**src/rtl/adsr_pkg.sv**
```systemverilog
`timescale 1ns / 1ps
// ----------------------------------------------------------------------------
// ADSR envelope package
// Widths, codes, reset values and shared types of the linear ADSR envelope.
// ----------------------------------------------------------------------------
package adsr_pkg;

    localparam int FRAC_BITS   = 24;
    localparam int LEVEL_W     = 25;
    localparam int OP_W        = 3;
    localparam int PHASE_W     = 3;
    localparam int CFG_INDEX_W = 2;

    localparam int S_TDATA_W = ((OP_W + LEVEL_W + 7) / 8) * 8;
    localparam int M_TDATA_W = ((LEVEL_W + PHASE_W + 7) / 8) * 8;

    typedef logic [LEVEL_W-1:0] level_t;

    localparam level_t LEVEL_MAX   = '1;
    localparam level_t UNITY_LEVEL = (FRAC_BITS >= LEVEL_W) ? LEVEL_MAX
                                                            : (level_t'(1) << FRAC_BITS);

    localparam level_t ATTACK_STEP_RST  = level_t'(16777);
    localparam level_t DECAY_STEP_RST   = level_t'(16777);
    localparam level_t SUSTAIN_RST      = level_t'(8388608);
    localparam level_t RELEASE_STEP_RST = level_t'(167772);

    typedef enum logic [PHASE_W-1:0] {
        PH_ATTACK  = 3'd0,
        PH_DECAY   = 3'd1,
        PH_SUSTAIN = 3'd2,
        PH_RELEASE = 3'd3,
        PH_DONE    = 3'd4
    } phase_t;

    typedef enum logic [OP_W-1:0] {
        OP_TICK       = 3'd0,
        OP_KEY_ON     = 3'd1,
        OP_KEY_OFF    = 3'd2,
        OP_SET_TARGET = 3'd3,
        OP_SET_VALUE  = 3'd4
    } opcode_t;

    typedef enum logic [CFG_INDEX_W-1:0] {
        CFG_ATTACK_STEP  = 2'd0,
        CFG_DECAY_STEP   = 2'd1,
        CFG_SUSTAIN      = 2'd2,
        CFG_RELEASE_STEP = 2'd3
    } cfg_index_t;

    typedef struct packed {
        level_t current_level;
        level_t target_level;
        level_t active_step;
        level_t working_sustain;
        phase_t phase;
    } env_state_t;

    typedef struct packed {
        level_t attack_step;
        level_t decay_step;
        level_t release_step;
    } env_cfg_t;

endpackage

```
**src/rtl/adsr_next_state.sv**
```systemverilog
`timescale 1ns / 1ps
// ----------------------------------------------------------------------------
// ADSR next-state logic
// Computes the envelope state after one opcode, in a single combinational pass.
// ----------------------------------------------------------------------------
module adsr_next_state (
    input  adsr_pkg::env_state_t               state,
    input  adsr_pkg::env_cfg_t                 cfg,
    input  logic [adsr_pkg::OP_W-1:0]          opcode,
    input  logic [adsr_pkg::LEVEL_W-1:0]       operand,
    output adsr_pkg::env_state_t               state_next
);
    import adsr_pkg::*;

    logic [LEVEL_W:0] attack_sum;
    logic [LEVEL_W:0] decay_floor;
    level_t           decay_diff;
    level_t           release_diff;

    assign attack_sum   = {1'b0, state.current_level} + {1'b0, state.active_step};
    assign decay_floor  = {1'b0, state.working_sustain} + {1'b0, cfg.decay_step};
    assign decay_diff   = state.current_level - cfg.decay_step;
    assign release_diff = state.current_level - cfg.release_step;

    always_comb
    begin
        state_next = state;
        unique case (opcode)
            OP_TICK:
            begin
                case (state.phase)
                    PH_ATTACK:
                    begin
                        // Reaching the target hands over to decay toward sustain.
                        if (attack_sum >= {1'b0, state.target_level})
                        begin
                            state_next.current_level = state.target_level;
                            state_next.active_step   = cfg.decay_step;
                            state_next.target_level  = state.working_sustain;
                            state_next.phase         = PH_DECAY;
                        end
                        else
                        begin
                            state_next.current_level = attack_sum[LEVEL_W-1:0];
                        end
                    end
                    PH_DECAY:
                    begin
                        // Also snaps a level that is already below sustain up to it.
                        if ({1'b0, state.current_level} <= decay_floor)
                        begin
                            state_next.current_level = state.working_sustain;
                            state_next.active_step   = '0;
                            state_next.phase         = PH_SUSTAIN;
                        end
                        else
                        begin
                            state_next.current_level = decay_diff;
                        end
                    end
                    PH_RELEASE:
                    begin
                        if (state.current_level <= cfg.release_step)
                        begin
                            state_next.current_level = '0;
                            state_next.phase         = PH_DONE;
                        end
                        else
                        begin
                            state_next.current_level = release_diff;
                        end
                    end
                    default:
                    begin
                    end
                endcase
            end
            OP_KEY_ON:
            begin
                state_next.target_level = UNITY_LEVEL;
                state_next.active_step  = cfg.attack_step;
                state_next.phase        = PH_ATTACK;
            end
            OP_KEY_OFF:
            begin
                state_next.target_level = '0;
                state_next.active_step  = cfg.release_step;
                state_next.phase        = PH_RELEASE;
            end
            OP_SET_TARGET:
            begin
                state_next.target_level = operand;
                if (state.current_level < operand)
                begin
                    state_next.phase           = PH_ATTACK;
                    state_next.working_sustain = operand;
                    state_next.active_step     = cfg.attack_step;
                end
                else if (state.current_level > operand)
                begin
                    state_next.phase           = PH_DECAY;
                    state_next.working_sustain = operand;
                    state_next.active_step     = cfg.decay_step;
                end
            end
            OP_SET_VALUE:
            begin
                state_next.phase           = PH_SUSTAIN;
                state_next.target_level    = operand;
                state_next.current_level   = operand;
                state_next.working_sustain = operand;
                state_next.active_step     = '0;
            end
            default:
            begin
            end
        endcase
    end

endmodule

```
**src/rtl/adsr_envelope_generator_core.sv**
```systemverilog
`timescale 1ns / 1ps
// ----------------------------------------------------------------------------
// ADSR envelope generator core
// Linear attack/decay/sustain/release envelope driven by a stream of opcodes.
// ----------------------------------------------------------------------------
// Usage:
// Each input beat on the s_ channel carries an opcode (tick, key on, key off,
// set target, set value) and an operand level. Every accepted beat produces
// exactly one output beat on the m_ channel with the envelope level and phase
// after that opcode. Levels are unsigned with 24 fraction bits (1.0 = 2^24).
// The cfg channel writes the four rate/level registers; it is always ready
// and should only be used while no beats are in flight.
// A beat accepted at one edge shows up on m_tvalid right after it.
// Throughput is one beat per cycle unless the receiver stalls; the envelope
// state is updated by a single add-and-compare pass at the accept edge, and
// that state loop is what sets the rate.
// If the receiver stalls, the result waits in the output register; a new
// input beat is still taken in the cycle the result is taken, so s_tready is
// low only while a result is held and m_tready is low.
// Reset clears the envelope to level zero in the attack phase, loads the
// default rates, and empties the output register.
// ----------------------------------------------------------------------------
module adsr_envelope_generator_core (
    input  logic                                clk,
    input  logic                                rst_n,
    // s_tdata: [2:0] opcode, [27:3] operand_level, upper bits zero.
    input  logic                                s_tvalid,
    output logic                                s_tready,
    input  logic [adsr_pkg::S_TDATA_W-1:0]      s_tdata,
    // m_tdata: [24:0] level, [27:25] phase, upper bits zero.
    output logic                                m_tvalid,
    input  logic                                m_tready,
    output logic [adsr_pkg::M_TDATA_W-1:0]      m_tdata,
    input  logic                                cfg_valid,
    output logic                                cfg_ready,
    input  logic [adsr_pkg::CFG_INDEX_W-1:0]    cfg_index,
    input  logic [adsr_pkg::LEVEL_W-1:0]        cfg_data
);
    import adsr_pkg::*;

    // Envelope state and the rate registers.
    env_state_t state_reg;
    env_state_t state_next;
    env_state_t state_calc;
    env_cfg_t   cfg_reg;
    env_cfg_t   cfg_next;

    // Output register.
    logic       m_tvalid_reg;
    logic       m_tvalid_next;
    level_t     m_level_reg;
    level_t     m_level_next;
    phase_t     m_phase_reg;
    phase_t     m_phase_next;

    logic       in_fire;
    logic       cfg_fire;
    logic [OP_W-1:0] in_opcode;
    level_t     in_operand;

    assign in_opcode  = s_tdata[OP_W-1:0];
    assign in_operand = s_tdata[OP_W +: LEVEL_W];

    // The output register frees itself in the same cycle it is drained.
    assign s_tready  = !m_tvalid_reg || m_tready;
    assign in_fire   = s_tvalid && s_tready;
    assign cfg_ready = 1'b1;
    assign cfg_fire  = cfg_valid;

    adsr_next_state u_next_state (
        .state      (state_reg),
        .cfg        (cfg_reg),
        .opcode     (in_opcode),
        .operand    (in_operand),
        .state_next (state_calc)
    );

    always_comb
    begin
        cfg_next   = cfg_reg;
        state_next = in_fire ? state_calc : state_reg;
        if (cfg_fire)
        begin
            unique case (cfg_index)
                CFG_ATTACK_STEP:  cfg_next.attack_step  = cfg_data;
                CFG_DECAY_STEP:   cfg_next.decay_step   = cfg_data;
                // Writing the sustain level loads the working copy in the envelope state.
                CFG_SUSTAIN:      state_next.working_sustain = cfg_data;
                CFG_RELEASE_STEP: cfg_next.release_step = cfg_data;
                default:
                begin
                end
            endcase
        end
    end

    always_comb
    begin
        m_tvalid_next = m_tvalid_reg;
        m_level_next  = m_level_reg;
        m_phase_next  = m_phase_reg;
        if (in_fire)
        begin
            m_tvalid_next = 1'b1;
            m_level_next  = state_calc.current_level;
            m_phase_next  = state_calc.phase;
        end
        else if (m_tready)
        begin
            m_tvalid_next = 1'b0;
        end
    end

    always_ff @(posedge clk or negedge rst_n)
    begin
        if (!rst_n)
        begin
            state_reg.current_level   <= '0;
            state_reg.target_level    <= '0;
            state_reg.active_step     <= '0;
            state_reg.working_sustain <= SUSTAIN_RST;
            state_reg.phase           <= PH_ATTACK;
            cfg_reg.attack_step       <= ATTACK_STEP_RST;
            cfg_reg.decay_step        <= DECAY_STEP_RST;
            cfg_reg.release_step      <= RELEASE_STEP_RST;
            m_tvalid_reg              <= 1'b0;
        end
        else
        begin
            state_reg    <= state_next;
            cfg_reg      <= cfg_next;
            m_tvalid_reg <= m_tvalid_next;
        end
    end

    always_ff @(posedge clk)
    begin
        m_level_reg <= m_level_next;
        m_phase_reg <= m_phase_next;
    end

    assign m_tvalid = m_tvalid_reg;
    assign m_tdata  = {{(M_TDATA_W - LEVEL_W - PHASE_W){1'b0}}, m_phase_reg, m_level_reg};

    // The envelope only reaches done by clamping the release at zero.
    a_done_is_silent: assert property (@(posedge clk) disable iff (!rst_n)
        state_reg.phase == PH_DONE |-> state_reg.current_level == '0)
        else $error("done phase with nonzero level");

    // Sustain is entered only with the step cleared.
    a_sustain_no_step: assert property (@(posedge clk) disable iff (!rst_n)
        state_reg.phase == PH_SUSTAIN |-> state_reg.active_step == '0)
        else $error("sustain phase with nonzero active step");

    // Every accepted beat leaves a result waiting in the next cycle.
    a_fire_gives_result: assert property (@(posedge clk) disable iff (!rst_n)
        in_fire |=> m_tvalid_reg)
        else $error("accepted beat produced no result");

    // An empty output register never blocks the input side.
    a_ready_when_empty: assert property (@(posedge clk) disable iff (!rst_n)
        !m_tvalid_reg |-> s_tready)
        else $error("input stalled with empty output register");

endmodule

```
**config.mk**
```make
export PLATFORM = sky130hd
export DESIGN_NAME = adsr_envelope_generator_core
export DESIGN_NICKNAME = d
export VERILOG_FILES = /design/src/rtl/adsr_pkg.sv /design/src/rtl/adsr_next_state.sv /design/src/rtl/adsr_envelope_generator_core.sv
export SDC_FILE = /design/constraint.sdc
export NUM_CORES = 1
export LEC_CHECK = 0
export BUFFER_PORTS_ARGS = -buffer_cell sky130_fd_sc_hd__buf_2
export CORE_MARGIN = 2
export CORE_UTILIZATION = 60
export DETAILED_ROUTE_END_ITERATION = 6
export GPL_TIMING_DRIVEN = 0
export HOLD_SLACK_MARGIN = 0.1
export PLACE_DENSITY = 0.88
export SLEW_MARGIN = 0
export SYNTH_ARGS = -nofsm -noshare
export SYNTH_HDL_FRONTEND = slang
export SYNTH_SLANG_ARGS = --single-unit
```
**constraint.sdc**
```tcl
create_clock -name clk -period 8.15 [get_ports clk]
set_clock_uncertainty 0.1 [all_clocks]
set_input_delay 1.63 -clock clk [delete_from_list [all_inputs] [get_ports clk]]
set_output_delay 1.63 -clock clk [all_outputs]
set_load 0.02 [all_outputs]
```
Word-level counts from Yosys, hierarchy flattened. Index checks and enable logic that the tools add are counted.

ROM bits: 0. Latch bits: 0. Bits in writable memories: 0. Input port bits: 64. Logic and storage cells: 71. Memories kept: 0. Register bits after elaboration: 207.

Shift operators: 0. Mux-type cells: 23. Divide/modulo/power cells: 0. Bitwise logic cells: 0. Reductions and logical operators: 13. Add/sub/neg operators: 4. $lt $le $gt $ge: 5. Multipliers: 0. Eq/ne operators: 15.

Operator list (number): one-hot mux 50 bit (5 select lines) (1); 2-to-1 mux 25 bit (7); one-hot mux 25 bit (2 select lines) (3); 2-to-1 mux 53 bit (2); one-hot mux 25 bit (3 select lines) (1); adder 25 x 25 -> 26 bit (2); 2-to-1 mux 50 bit (1); subtractor 25 bit (2); 2-to-1 mux 28 bit (1); greater-or-equal comparator 26 x 25 -> 1 bit (1); less-or-equal comparator 25 x 26 -> 1 bit (1); > comparator 25 bit (1); less-or-equal comparator 25 bit (1); < comparator 25 bit (1); one-hot mux 3 bit (5 select lines) (1); == test 3 x 2 -> 1 bit (second input constant) (3); 2-to-1 mux 3 bit (3); one-hot mux 3 bit (3 select lines) (1); == test 3 x 1 -> 1 bit (second input constant) (2); zero test 3 bit (2); inequality test 3 x 2 -> 1 bit (second input constant) (2); AND reduction 2 bit (3); AND reduction 6 bit (1); nonzero test 5 bit (1); other kinds (14) (16).

Logic depth before layout (Yosys ltp). Gate-level depths: netlist (run 1).

Depth after elaboration: 8. Depth in mapped cells: 26. Depth with buffers taken out: 24.

By module. From an unflattened synthesis (run 1), not the netlist that was laid out.

Cells, all modules: 1926. Area total of the unflattened synthesis: 18039.8 um2.

Modules (own cells, without submodules): adsr_next_state (instances 1, cells each 1420, area an instance 10133.5 um2); adsr_envelope_generator_core (instances 1, cells each 506, area an instance 7906.3 um2).

Least setup slack after synthesis (run 1). OpenSTA, ideal clock, no wires.

Kind: reg-to-reg. Start point: reg cfg_reg[25] in the netlist's numbering. End point: reg m_level_reg[12], data pin. Stages on the path, launching flop included: 25. Clock period less this slack: 5493 ps. Path slack: 2657 ps. Arrival: 5117 ps. Library setup time: 275 ps. Cells stage by stage: dfstp_2 > ha_1 > inv_1 > fa_1 > nor2b_1 > o21a_1 > o21ai_0 > a21oi_1 > a21oi_1 > o311a_1 > o31ai_1 > a21o_1 > a21oi_1 > xor2_1 > ha_1 > nor4_1 > o21ai_0 > a221o_1 > o211a_1 > o21ai_1 > buf_2 > mux2i_1 > nor2_1 > a2111oi_1 > a21oi_1.

RTL lines: start, declared (RTL line adsr_envelope_generator_core.sv:45) `env_cfg_t cfg_reg;`; start signal, assigned (RTL line adsr_envelope_generator_core.sv:131) `cfg_reg <= cfg_next;`; end signal, assigned (RTL line adsr_envelope_generator_core.sv:138) `m_level_reg <= m_level_next;`; end, declared (RTL line adsr_envelope_generator_core.sv:51) `level_t m_level_reg;`.

==> results of run 1 <==
logic make-up after synthesis:
logic type	after synthesis	synth area share [%]
AND/OR/NAND/NOR	441	12.2
multiplexers	137	8.68
other	2	0.0444
AO/OA/AOI/OAI	612	24.5
buffers and inverters	229	5.53
flip-flops	207	31.6
XOR/XNOR	79	4.09
adder cells (fa/ha/maj)	178	13.3
cell type report:
type / instances / area, um2
buffer: 79 / 374
inverter: 150 / 563
clock buffer: 34 / 679
tap: 378 / 473
clock inverter: 10 / 115
fill: 2332 / 9090
multi-input combinational: 1452 / 10700
timing repair buffer: 90 / 485
sequential: 207 / 5350
worst paths after layout:
kind                                         to        start  slack [ns]
worst max-delay path            m_level_reg[13]  cfg_reg[25]        1.16
worst min-delay path                cfg_reg[54]  cfg_reg[54]        0.41
worst max register to register  m_level_reg[13]  cfg_reg[25]        1.16
worst min register to register      cfg_reg[54]  cfg_reg[54]        0.41
max in group asynchronous         state_reg[26]        rst_n        6.01
min in group asynchronous           cfg_reg[51]        rst_n        0.95
placed cells by master, fill, tap and decap left out, types with 45 or more instances in the layout:
cell type	count
ha_1	174
o21ai_0	76
xnor2_1	45
clkbuf_1	57
a21o_1	47
a21oi_1	196
nor2_1	150
mux2_2	78
buf_2	100
nand2_1	101
dfrtp_1	158
mux2i_1	59
inv_1	150
Yosys cell counts (14+ instances only):
master / instances / area share [%]
o22ai_1: 15 / 0.55
nand4_1: 21 / 0.78
a22oi_1: 29 / 1.3
dfrtp_1: 158 / 23
nor3_1: 39 / 1.2
nand2_1: 101 / 2.2
a222oi_1: 26 / 1.5
nand2b_1: 19 / 0.70
o21a_1: 24 / 1.1
xnor2_1: 45 / 2.3
clkbuf_1: 51 / 1.1
edfxtp_1: 28 / 5.0
mux2_2: 78 / 5.2
inv_1: 150 / 3.3
o21bai_1: 14 / 0.62
a21o_1: 47 / 2.1
nor2_1: 150 / 3.3
and3_1: 14 / 0.52
ha_1: 174 / 13
a221oi_1: 17 / 0.88
nand3_1: 40 / 1.2
dfstp_2: 21 / 3.3
o21ai_0: 76 / 2.2
xor2_1: 34 / 1.8
o31ai_1: 14 / 0.62
a31oi_1: 20 / 0.74
a21oi_1: 196 / 5.8
mux2i_1: 59 / 3.5
a211oi_1: 24 / 1.1
stage by stage:
stage,util [%],area (um2),hold slack (ns),worst slack [ns],total power [W]
after CTS,67.2,18700,0.412,1.31,0.00799
final,67.3,18700,0.411,1.16,0.00818
after global routing,67.3,18700,0.417,0.814,0.00871
after global placement,64.2,17800,0.392,1.40,0.00672
after floorplan,-,16900,0.381,2.66,0.00534
after detailed placement,64.4,17900,0.399,1.34,0.00685
worst register-to-register path, stage by stage (launching register included):
cell,delay (ns)
dfstp_2,0.57
ha_1,0.20
inv_1,0.07
fa_1,0.41
nor2b_1,0.14
o21a_1,0.16
o21ai_0,0.12
a21oi_1,0.34
a21oi_1,0.20
o311a_1,0.43
o31ai_1,0.50
a21o_1,0.21
a21oi_1,0.08
xor2_1,0.16
ha_1,0.20
nor4_1,0.27
o21ai_0,0.18
a221o_1,0.38
o211a_1,0.20
o21ai_1,0.36
buf_2,0.42
buf_4,0.26
mux2i_1,0.34
nor2_1,0.11
o21ai_0,0.22
nand3_1,0.10
routing by layer:
metal | GRT usage (%) | share of wire [%] | up-vias
met3 | 7.51 | 12 | 167
met4 | 16.3 | 4.5 | 0
met2 | 63.2 | 43 | 1038
met1 | 58.2 | 41 | 7715
met5 | 0 | 0 | -
li1 | - | - | 7270
power by group through the flow:
stage	clock (W)	sequential, W	combinational, W
2_1_floorplan	0	0.00163	0.00371
3_3_place_gp	0	0.00177	0.00496
3_5_place_dp	0	0.00179	0.00506
4_1_cts	0.00111	0.00177	0.00511
5_1_grt	0.00114	0.00182	0.00574
6_report	0.00110	0.00181	0.00527
==> qor.yml, run 1 <==
clock_network:
  post_cts_buffers: 0
  cts_buffer_depth: 3
  cts.repair.resized: 0
  clkTransAtPathRegs_ns: 0.06
  holdBufCountCts: 0
  cts_max_level: 1
  clock_latency_ns: 0.55
  cts.sinks: 207
  cts_buffers: 24
  clock-root-buffer: "clkbuf_16"
  cts_tree: "built"
synth:
  ys_ff_latch: 207
  yosys_warnings: 0
  syn_avg_cell_area_um2: 8.97
  yosysUniqueCellTypes: 84
  syn-cell-area_mm2: 0.0169
  synth_edf_count: 28
  synth_cells: 1885
  ys_seq_area_share_pct: 31.6
  ys.flop_type: "dfrtp_1"
  async_flop_share_pct: 86.5
power_and_ir_drop:
  clockPowerShare_pct: 13.4
  p_comb_share_pct: 64.4
  p_switching_w: 0.00409
  irDropWorstVdd_v: 0.000231
  power.density_mw_per_mm2: 438
  intPower_w: 0.00409
  p_seq_share_pct: 22.1
  p_leak_nw: 8.63
  swShare_pct: 50.0
sta:
  finalSetupViolCount: 0
  hold_viol: 0
  setup_tns_ns: 0
  max_freq_ghz: 0.143
  rsz0062_at_grt: "false"
  period_share_pct: 85.8
  slew_headroom_pct: 6.65
  tightest_slew_ns: 1.40
  report.final.slew_viol_count: 0
  period_minus_slack_ns: 6.99
outcome:
  status: "complete, no violations"
detailed_routing:
  dr.pass1.iters: 7
  wl_per_cell_um: 25.4
  routed_via_density: 6.75
  antenna_left: 0
  routed_wl_um: 61000
  routed-via-count: 16200
  drt_iter0_drc: 1996
  drt_drc_violations_left: 0
final_layout:
  nets: 2246
  areaGrowthSynthToFinish_pct: 10.5
  num_antenna_cells: 0
  largest_reg_flops: 103
  instances_no_fill: 2400
  drive_gt1_share_pct: 14.0
die:
  boundaryPins: 99
  die_w_um: 172
  core_mm2: 0.0278
  rows: 61
  start_util_pct: 60.9
  fp.dieH_um: 172
  die_area_mm2: 0.0296
min_path:
  hold_path_depth: 1
  hold_path_class: "register to register"
placed_design:
  dp.cells: 2355
  dp_hpwl_um: 48600
  place_congestion: 1.08
  io_buffers: 88
critical_path:
  crit_family: "compound AO/OA/AOI/OAI gates"
  arrival_ns: 7.17
  crit_fanout: 10
  cp-end-kind: "register"
  cp_num_buf_inv: 3
  required_ns: 8.33
  cp-start-kind: "register"
  worstRegToRegCells: 25
  critPathMaxStageDelay_ns: 0.57
  worst-setup-path-type: "register to register"
  crit_path_top_delay_cell: "dfstp_2"
  crit_cells: 25
grt:
  grt_pass1_vias: 15200
  overflow: 0
  grt_pass1_wl_um: 90800
  track_usage_pct: 41.3
  grt_max_degree: 110
  antenna_found_initial: 0
flow_run:
  cap_violations: 0
No activity file was read; power rests on OpenSTA's default activity.
==> run 2: changes to the inputs <==
--- a/config.mk
+++ b/config.mk
@@ -5,7 +5,7 @@
 export SDC_FILE = /design/constraint.sdc
 export NUM_CORES = 1
 export LEC_CHECK = 0
-export BUFFER_PORTS_ARGS = -buffer_cell sky130_fd_sc_hd__buf_2
+export BUFFER_PORTS_ARGS = -buffer_cell sky130_fd_sc_hd__buf_4
 export CORE_MARGIN = 2
 export CORE_UTILIZATION = 60
 export DETAILED_ROUTE_END_ITERATION = 6
==> qor.yml, run 2 (synthesized netlist as in run 1, its figures left out) <==
die:
  boundaryPins: 99  # unchanged
  rows: 61  # unchanged
  die_w_um: 172  # unchanged
  die_area_mm2: 0.0296  # unchanged
  core_mm2: 0.0278  # unchanged
  start_util_pct: 60.9  # unchanged
  fp.dieH_um: 172  # unchanged
power_and_ir_drop:
  irDropWorstVdd_v: 0.000284  # was 0.000231 V
  power_w: 0.00831  # was 0.00818 W
  p_comb_share_pct: 64.6  # was 64.4%
  p_switching_w: 0.00422  # was 0.00409 W
  swShare_pct: 50.8  # was 50.0%
  p_seq_share_pct: 22.1  # about the same
  clockPowerShare_pct: 13.3  # was 13.4%
  power.density_mw_per_mm2: 440  # was 438 mW/mm2
  p_leak_nw: 8.69  # was 8.63 nW
  intPower_w: 0.00409  # about the same
flow_run:
  cap_violations: 1  # was 0
critical_path:
  worstRegToRegCells: 24  # was 25
  r2r_start: "cfg_reg[25]"  # unchanged
  worst-setup-path-type: "register to register"  # unchanged
  required_ns: 8.31  # was 8.33 ns
  reg2reg_to: "m_level_reg[12]"  # was m_level_reg[13]
  rrSetupSlack_ns: 0.62  # was 1.16 ns
  arrival_ns: 7.69  # was 7.17 ns
  crit_fanout: 10  # unchanged
  cp-end-kind: "register"  # unchanged
  cp-start-kind: "register"  # unchanged
final_layout:
  final_cell_area_mm2: 0.0189  # was 0.0187 mm2
  largest_reg_flops: 103  # unchanged
  drive_gt1_share_pct: 14.1  # was 14.0%
  layout_common_cells: "a21oi_1 (196), ha_1 (174), dfrtp_1 (158)"  # unchanged
  areaGrowthSynthToFinish_pct: 11.7  # was 10.5%
  nets: 2245  # was 2,246
  final_common_cell: "a21oi_1"  # unchanged
  num_antenna_cells: 0  # unchanged
sta:
  hold_viol: 0  # unchanged
  max_freq_ghz: 0.133  # was 0.143 GHz
  period_share_pct: 92.4  # was 85.8%
  period_minus_slack_ns: 7.53  # was 6.99 ns
  report.final.slew_viol_count: 8  # was 0
  whs_ns: 0.413  # was 0.411 ns
  slew_headroom_pct: -3.24  # was 6.65%
  rsz0062_at_grt: "false"  # unchanged
  setup_tns_ns: 0  # unchanged
  finalSetupViolCount: 0  # unchanged
  tightest_slew_ns: 1.55  # was 1.40 ns
clock_network:
  clock-root-buffer: "clkbuf_16"  # unchanged
  cts.sinks: 207  # unchanged
  holdBufCountCts: 0  # unchanged
  clkTransAtPathRegs_ns: 0.07  # was 0.06 ns
  cts_buffers: 24  # unchanged
  cts.repair.resized: 0  # unchanged
  cts_tree: "built"  # unchanged
  clock_latency_ns: 0.55  # about the same
  cts_buffer_depth: 3  # unchanged
  cts_max_level: 1  # unchanged
  post_cts_buffers: 0  # unchanged
detailed_routing:
  antenna_left: 0  # unchanged
  dr.pass1.iters: 7  # unchanged
  wl_per_cell_um: 27.4  # was 25.4 um
  drt_drc_violations_left: 2  # was 0
  drt_iter0_drc: 2242  # was 1,996
  routed_via_density: 6.88  # was 6.75
  routed_wl_um: 65800  # was 61,000 um
  routed-via-count: 16500  # was 16,200
placed_design:
  placed_area_mm2: 0.0181  # was 0.0179 mm2
  io_buffers: 88  # unchanged
  place_congestion: 1.04  # was 1.08
  dp_hpwl_um: 50500  # was 48,600 um
min_path:
  hold_path_startpoint: "cfg_reg[69]"  # was cfg_reg[54]
  hold_path_class: "register to register"  # unchanged
  min_to: "cfg_reg[69]"  # was cfg_reg[54]
  hold_path_depth: 1  # unchanged
grt:
  antenna_found_initial: 0  # unchanged
  use_met2_pct: 67.8  # was 63.2%
  use_met3_pct: 9.41  # was 7.51%
  overflow: 0  # unchanged
  grt_pass1_vias: 15800  # was 15,200
  grt_busiest_layer: "met2"  # unchanged
  track_usage_pct: 44.6  # was 41.3%
  grt_pass1_wl_um: 97000  # was 90,800 um
  grtUsageMet1_pct: 61.4  # was 58.2%
  grt_max_degree: 103  # was 110
outcome:
  violations: "design-rule violations, max-capacitance violations, max-slew violations"
  status: "complete, but fails checks"  # was complete, no violations
-- run 2: changes by cell type in the layout (fill, tap and decap cells not counted), moves of 2 or more --
cell | before | now
buf_2 | 100 | 13
buf_4 | 9 | 95
clkinvlp_4 | 1 | 5
clkbuf_1 | 57 | 55
-- run 2: final cells by class --
type,count,area [um2]
clock inverters,11,104
flip-flops and latches,207,5350
inverters,150,563
multi-input cells,1452,10700
clock buffers,33,686
repair buffers,89,696
well taps,378,473
fillers,2166,8890
plain buffers,79,374
-- run 2: through the flow --
stage / worst slack [ns] / instances / utilization, %
2_1_floorplan: 2.66 / 1888 / -
3_3_place_gp: 1.43 / 2354 / 65.0
3_5_place_dp: 1.25 / 2355 / 65.2
4_1_cts: 0.952 / 2399 / 68.0
5_1_grt: 0.600 / 2399 / 68.0
6_report: 0.617 / 2399 / 68.0
-- run 2: critical path: stages, from the launching register on --
cell and delay (ns):
dfstp_2 0.56, ha_1 0.24, inv_1 0.08, fa_1 0.41, nor2b_1 0.13, o21a_1 0.17
o21ai_0 0.17, a21oi_1 0.42, a21oi_1 0.23, o311a_1 0.44, o31ai_1 0.60, a21o_1 0.22
a21oi_1 0.08, xor2_1 0.16, ha_1 0.20, nor4_1 0.30, o21ai_0 0.20, a221o_1 0.38
o211a_1 0.20, o21ai_1 0.39, buf_2 0.45, mux2i_1 0.27, nor2_1 0.12, a2111oi_1 0.58
a21oi_1 0.12
-- run 2: worst max-delay path by stage --
stage / startpoint / end / cells past startpoint
6_report: cfg_reg[25] / m_level_reg[12] / 24
5_1_grt: cfg_reg[25] / m_level_reg[12] / 24
4_1_cts: cfg_reg[25] / m_level_reg[12] / 24
3_5_place_dp: cfg_reg[25] / m_level_reg[12] / 24
3_3_place_gp: cfg_reg[25] / m_level_reg[12] / 24
2_1_floorplan: cfg_reg[25] / m_level_reg[12] / 24
-- run 2: power by group through the flow --
stage / Clock (W) / Combinational (W) / Sequential, W
3_3_place_gp: 0 / 0.00503 / 0.00179
4_1_cts: 0.00110 / 0.00519 / 0.00179
3_5_place_dp: 0 / 0.00511 / 0.00180
5_1_grt: 0.00114 / 0.00581 / 0.00185
6_report: 0.00110 / 0.00537 / 0.00184
2_1_floorplan: 0 / 0.00371 / 0.00163
-- run 2: metal layers --
| layer | vias up | part of all wire (%) |
|---|---|---|
| li1 | 7277 | - |
| met2 | 1170 | 42 |
| met1 | 7848 | 40 |
| met4 | 0 | 5.0 |
| met5 | - | 0 |
| met3 | 209 | 13 |
==> run 3: changes to the inputs <==
--- a/config.mk
+++ b/config.mk
@@ -6,12 +6,15 @@
 export NUM_CORES = 1
 export LEC_CHECK = 0
 export BUFFER_PORTS_ARGS = -buffer_cell sky130_fd_sc_hd__buf_4
+export CAP_MARGIN = 20
+export CELL_PAD_IN_SITES_DETAIL_PLACEMENT = 0
+export CELL_PAD_IN_SITES_GLOBAL_PLACEMENT = 1
 export CORE_MARGIN = 2
-export CORE_UTILIZATION = 60
+export CORE_UTILIZATION = 52
 export DETAILED_ROUTE_END_ITERATION = 6
 export GPL_TIMING_DRIVEN = 0
 export HOLD_SLACK_MARGIN = 0.1
-export PLACE_DENSITY = 0.88
+export PLACE_DENSITY = 0.95
 export SLEW_MARGIN = 0
 export SYNTH_ARGS = -nofsm -noshare
 export SYNTH_HDL_FRONTEND = slang
==> qor.yml, run 3 (synthesized netlist as in run 1, its figures left out) <==
critical_path:
  r2r_start: "cfg_reg[25]"  # unchanged
  crit_chain: "ha_1, inv_1, fa_1, nor2b_1, o21a_1, o21ai_0, a21oi_1, a21oi_1, o311a_1, o31ai_1, a21o_1, a21oi_1, xor2_1, ha_1, nor4_1, o21ai_0, a221o_1, o211a_1, o21ai_1, buf_2, mux2i_1, nor2_1, a2111oi_1, a21oi_1"  # unchanged
  critPathMaxStageDelay_ns: 0.80  # was 0.60 ns
  required_ns: 8.30  # was 8.31 ns
  cp_common_cell: "a21oi_1"  # unchanged
  rrSetupSlack_ns: 0.89  # was 0.62 ns
  reg2reg_to: "m_level_reg[12]"  # unchanged
  crit_family: "compound AO/OA/AOI/OAI gates"  # unchanged
  crit_cells: 24  # unchanged
  crit_fanout: 10  # unchanged
  cp-end-kind: "register"  # unchanged
  crit_path_top_delay_cell: "a2111oi_1"  # was o31ai_1
  crit_start: "cfg_reg[25]"  # unchanged
  worst-setup-path-type: "register to register"  # unchanged
  arrival_ns: 7.41  # was 7.69 ns
  worstRegToRegCells: 24  # unchanged
  cp-start-kind: "register"  # unchanged
  crit_end: "m_level_reg[12]"  # unchanged
  cp_num_buf_inv: 2  # unchanged
die:
  rows: 66  # was 61
  start_util_pct: 52.4  # was 60.9%
  die_area_mm2: 0.0340  # was 0.0296 mm2
  fp.dieH_um: 184  # was 172 um
  boundaryPins: 99  # unchanged
  core_mm2: 0.0323  # was 0.0278 mm2
  die_w_um: 184  # was 172 um
grt:
  overflow: 0  # unchanged
  grt_pass1_wl_um: 93400  # was 97,000 um
  track_usage_pct: 37.1  # was 44.6%
  antenna_found_initial: 0  # unchanged
  grt_pass1_vias: 15200  # was 15,800
  grt_max_degree: 113  # was 103
clock_network:
  clkTransAtPathRegs_ns: 0.06  # was 0.07 ns
  cts_buffers: 24  # unchanged
  clock_latency_ns: 0.56  # was 0.55 ns
  cts_buffer_depth: 3  # unchanged
  cts_tree: "built"  # unchanged
  holdBufCountCts: 0  # unchanged
  clock-root-buffer: "clkbuf_16"  # unchanged
  cts.sinks: 207  # unchanged
  post_cts_buffers: 0  # unchanged
  cts_max_level: 1  # unchanged
  cts.repair.resized: 0  # unchanged
final_layout:
  largest_reg_flops: 103  # unchanged
  final_common_cell: "a21oi_1"  # unchanged
  areaGrowthSynthToFinish_pct: 12.2  # was 11.7%
  layout_common_cells: "a21oi_1 (196), ha_1 (174), dfrtp_1 (158)"  # unchanged
  nets: 2248  # was 2,245
  fillers: 2924  # was 2,166
  num_antenna_cells: 0  # unchanged
  final_cell_area_mm2: 0.0190  # was 0.0189 mm2
  drive_gt1_share_pct: 14.0  # was 14.1%
flow_run:
  cap_violations: 0  # was 1
detailed_routing:
  wl_met1_um: 27400  # was 26,300 um
  dr_wl_met2_um: 27300  # was 28,000 um
  top_layer: "met4"  # unchanged
  drt_iter0_drc: 2132  # was 2,242
  routed_via_density: 6.45  # was 6.88
  antenna_left: 0  # unchanged
  routed-via-count: 15900  # was 16,500
  wl_per_cell_um: 25.6  # was 27.4 um
  routed_wl_um: 63100  # was 65,800 um
  dr.pass1.iters: 7  # unchanged
  drt_drc_violations_left: 0  # was 2
  wl_met3_um: 6180  # was 8310 um
sta:
  rsz0062_at_grt: "false"  # unchanged
  slew_headroom_pct: 22.0  # was -3.24%
  setup_tns_ns: 0  # unchanged
  hold_viol: 0  # unchanged
  finalSetupViolCount: 0  # unchanged
  report.final.slew_viol_count: 0  # was 8
  tightest_slew_ns: 1.17  # was 1.55 ns
  max_freq_ghz: 0.138  # was 0.133 GHz
  period_minus_slack_ns: 7.26  # was 7.53 ns
  period_share_pct: 89.1  # was 92.4%
power_and_ir_drop:
  swShare_pct: 50.0  # was 50.8%
  p_comb_share_pct: 64.3  # was 64.6%
  intPower_w: 0.00409  # about the same
  clockPowerShare_pct: 13.4  # was 13.3%
  p_switching_w: 0.00410  # was 0.00422 W
  p_leak_nw: 8.71  # was 8.69 nW
  irDropWorstVdd_v: 0.000211  # was 0.000284 V
  p_seq_share_pct: 22.3  # was 22.1%
  power.density_mw_per_mm2: 432  # was 440 mW/mm2
placed_design:
  io_buffers: 88  # unchanged
  placed_area_mm2: 0.0182  # was 0.0181 mm2
  place_congestion: 1.00  # was 1.04
  dp_hpwl_um: 50200  # was 50,500 um
min_path:
  hold_path_class: "register to register"  # unchanged
outcome:
  status: "complete, no violations"  # was complete, but fails checks
[run 3: cell count changes in the layout (fill, tap and decap cells not counted), sizes merged]
cell	previous run	this run
buf	117	120
clkbuf	84	88
clkinvlp	5	1
inv	152	151
[run 3: final cells by class]
class	instances	area (um2)	share of cell area, %
plain buffers	79	374	1.97
clock buffers	37	711	3.75
clock inverters	6	68.8	0.363
inverters	150	563	2.97
multi-input cells	1452	10600	56.1
flip-flops and latches	207	5350	28.2
well taps	442	553	2.91
repair buffers	92	713	3.76
[run 3: through the flow]
stage	hold slack, ns	utilization (%)	total power [W]	std cells	worst slack [ns]
CTS	0.414	58.8	0.00801	2465	1.11
detailed placement	0.401	56.4	0.00689	2422	1.13
global placement	0.391	56.2	0.00682	2418	1.22
floorplan	0.381	-	0.00534	1888	2.66
finish	0.411	58.8	0.00819	2465	0.887
global route	0.434	58.8	0.00872	2465	0.633
[run 3: worst min-delay path by stage]
stage | endpoint | cells after the start | slack [ns] | start
floorplan | cfg_reg[51] | 1 | 0.38 | cfg_reg[51]
global placement | cfg_reg[74] | 1 | 0.39 | cfg_reg[74]
detailed placement | cfg_reg[71] | 1 | 0.40 | cfg_reg[71]
CTS | cfg_reg[71] | 1 | 0.41 | cfg_reg[71]
global route | cfg_reg[54] | 1 | 0.43 | cfg_reg[54]
finish | cfg_reg[70] | 1 | 0.41 | cfg_reg[70]
[run 3: routing by layer]
layer	up-vias	track usage, %
li1	7272	-
met1	7632	53.4
met2	853	57.5
met3	137	5.10
met4	0	11.7
met5	-	0
[run 3: power by group through the flow]
| stage | combinational, W | clock, W | sequential, W |
|---|---|---|---|
| floorplan | 0.00371 | 0 | 0.00163 |
| global placement | 0.00503 | 0 | 0.00179 |
| detailed placement | 0.00509 | 0 | 0.00180 |
| CTS | 0.00513 | 0.00110 | 0.00179 |
| global route | 0.00574 | 0.00114 | 0.00184 |
| finish | 0.00527 | 0.00110 | 0.00182 |
[run 3: worst register-to-register path: cells and delay by family (launching register included)]
family | cells | cell delay (ns)
compound gates | 14 | 4.10
xor+xnor | 1 | 0.15
fa+ha+maj | 3 | 0.83
buf+inv | 2 | 0.48
flops | 1 | 0.57
mux | 1 | 0.26
simple gates | 3 | 0.48
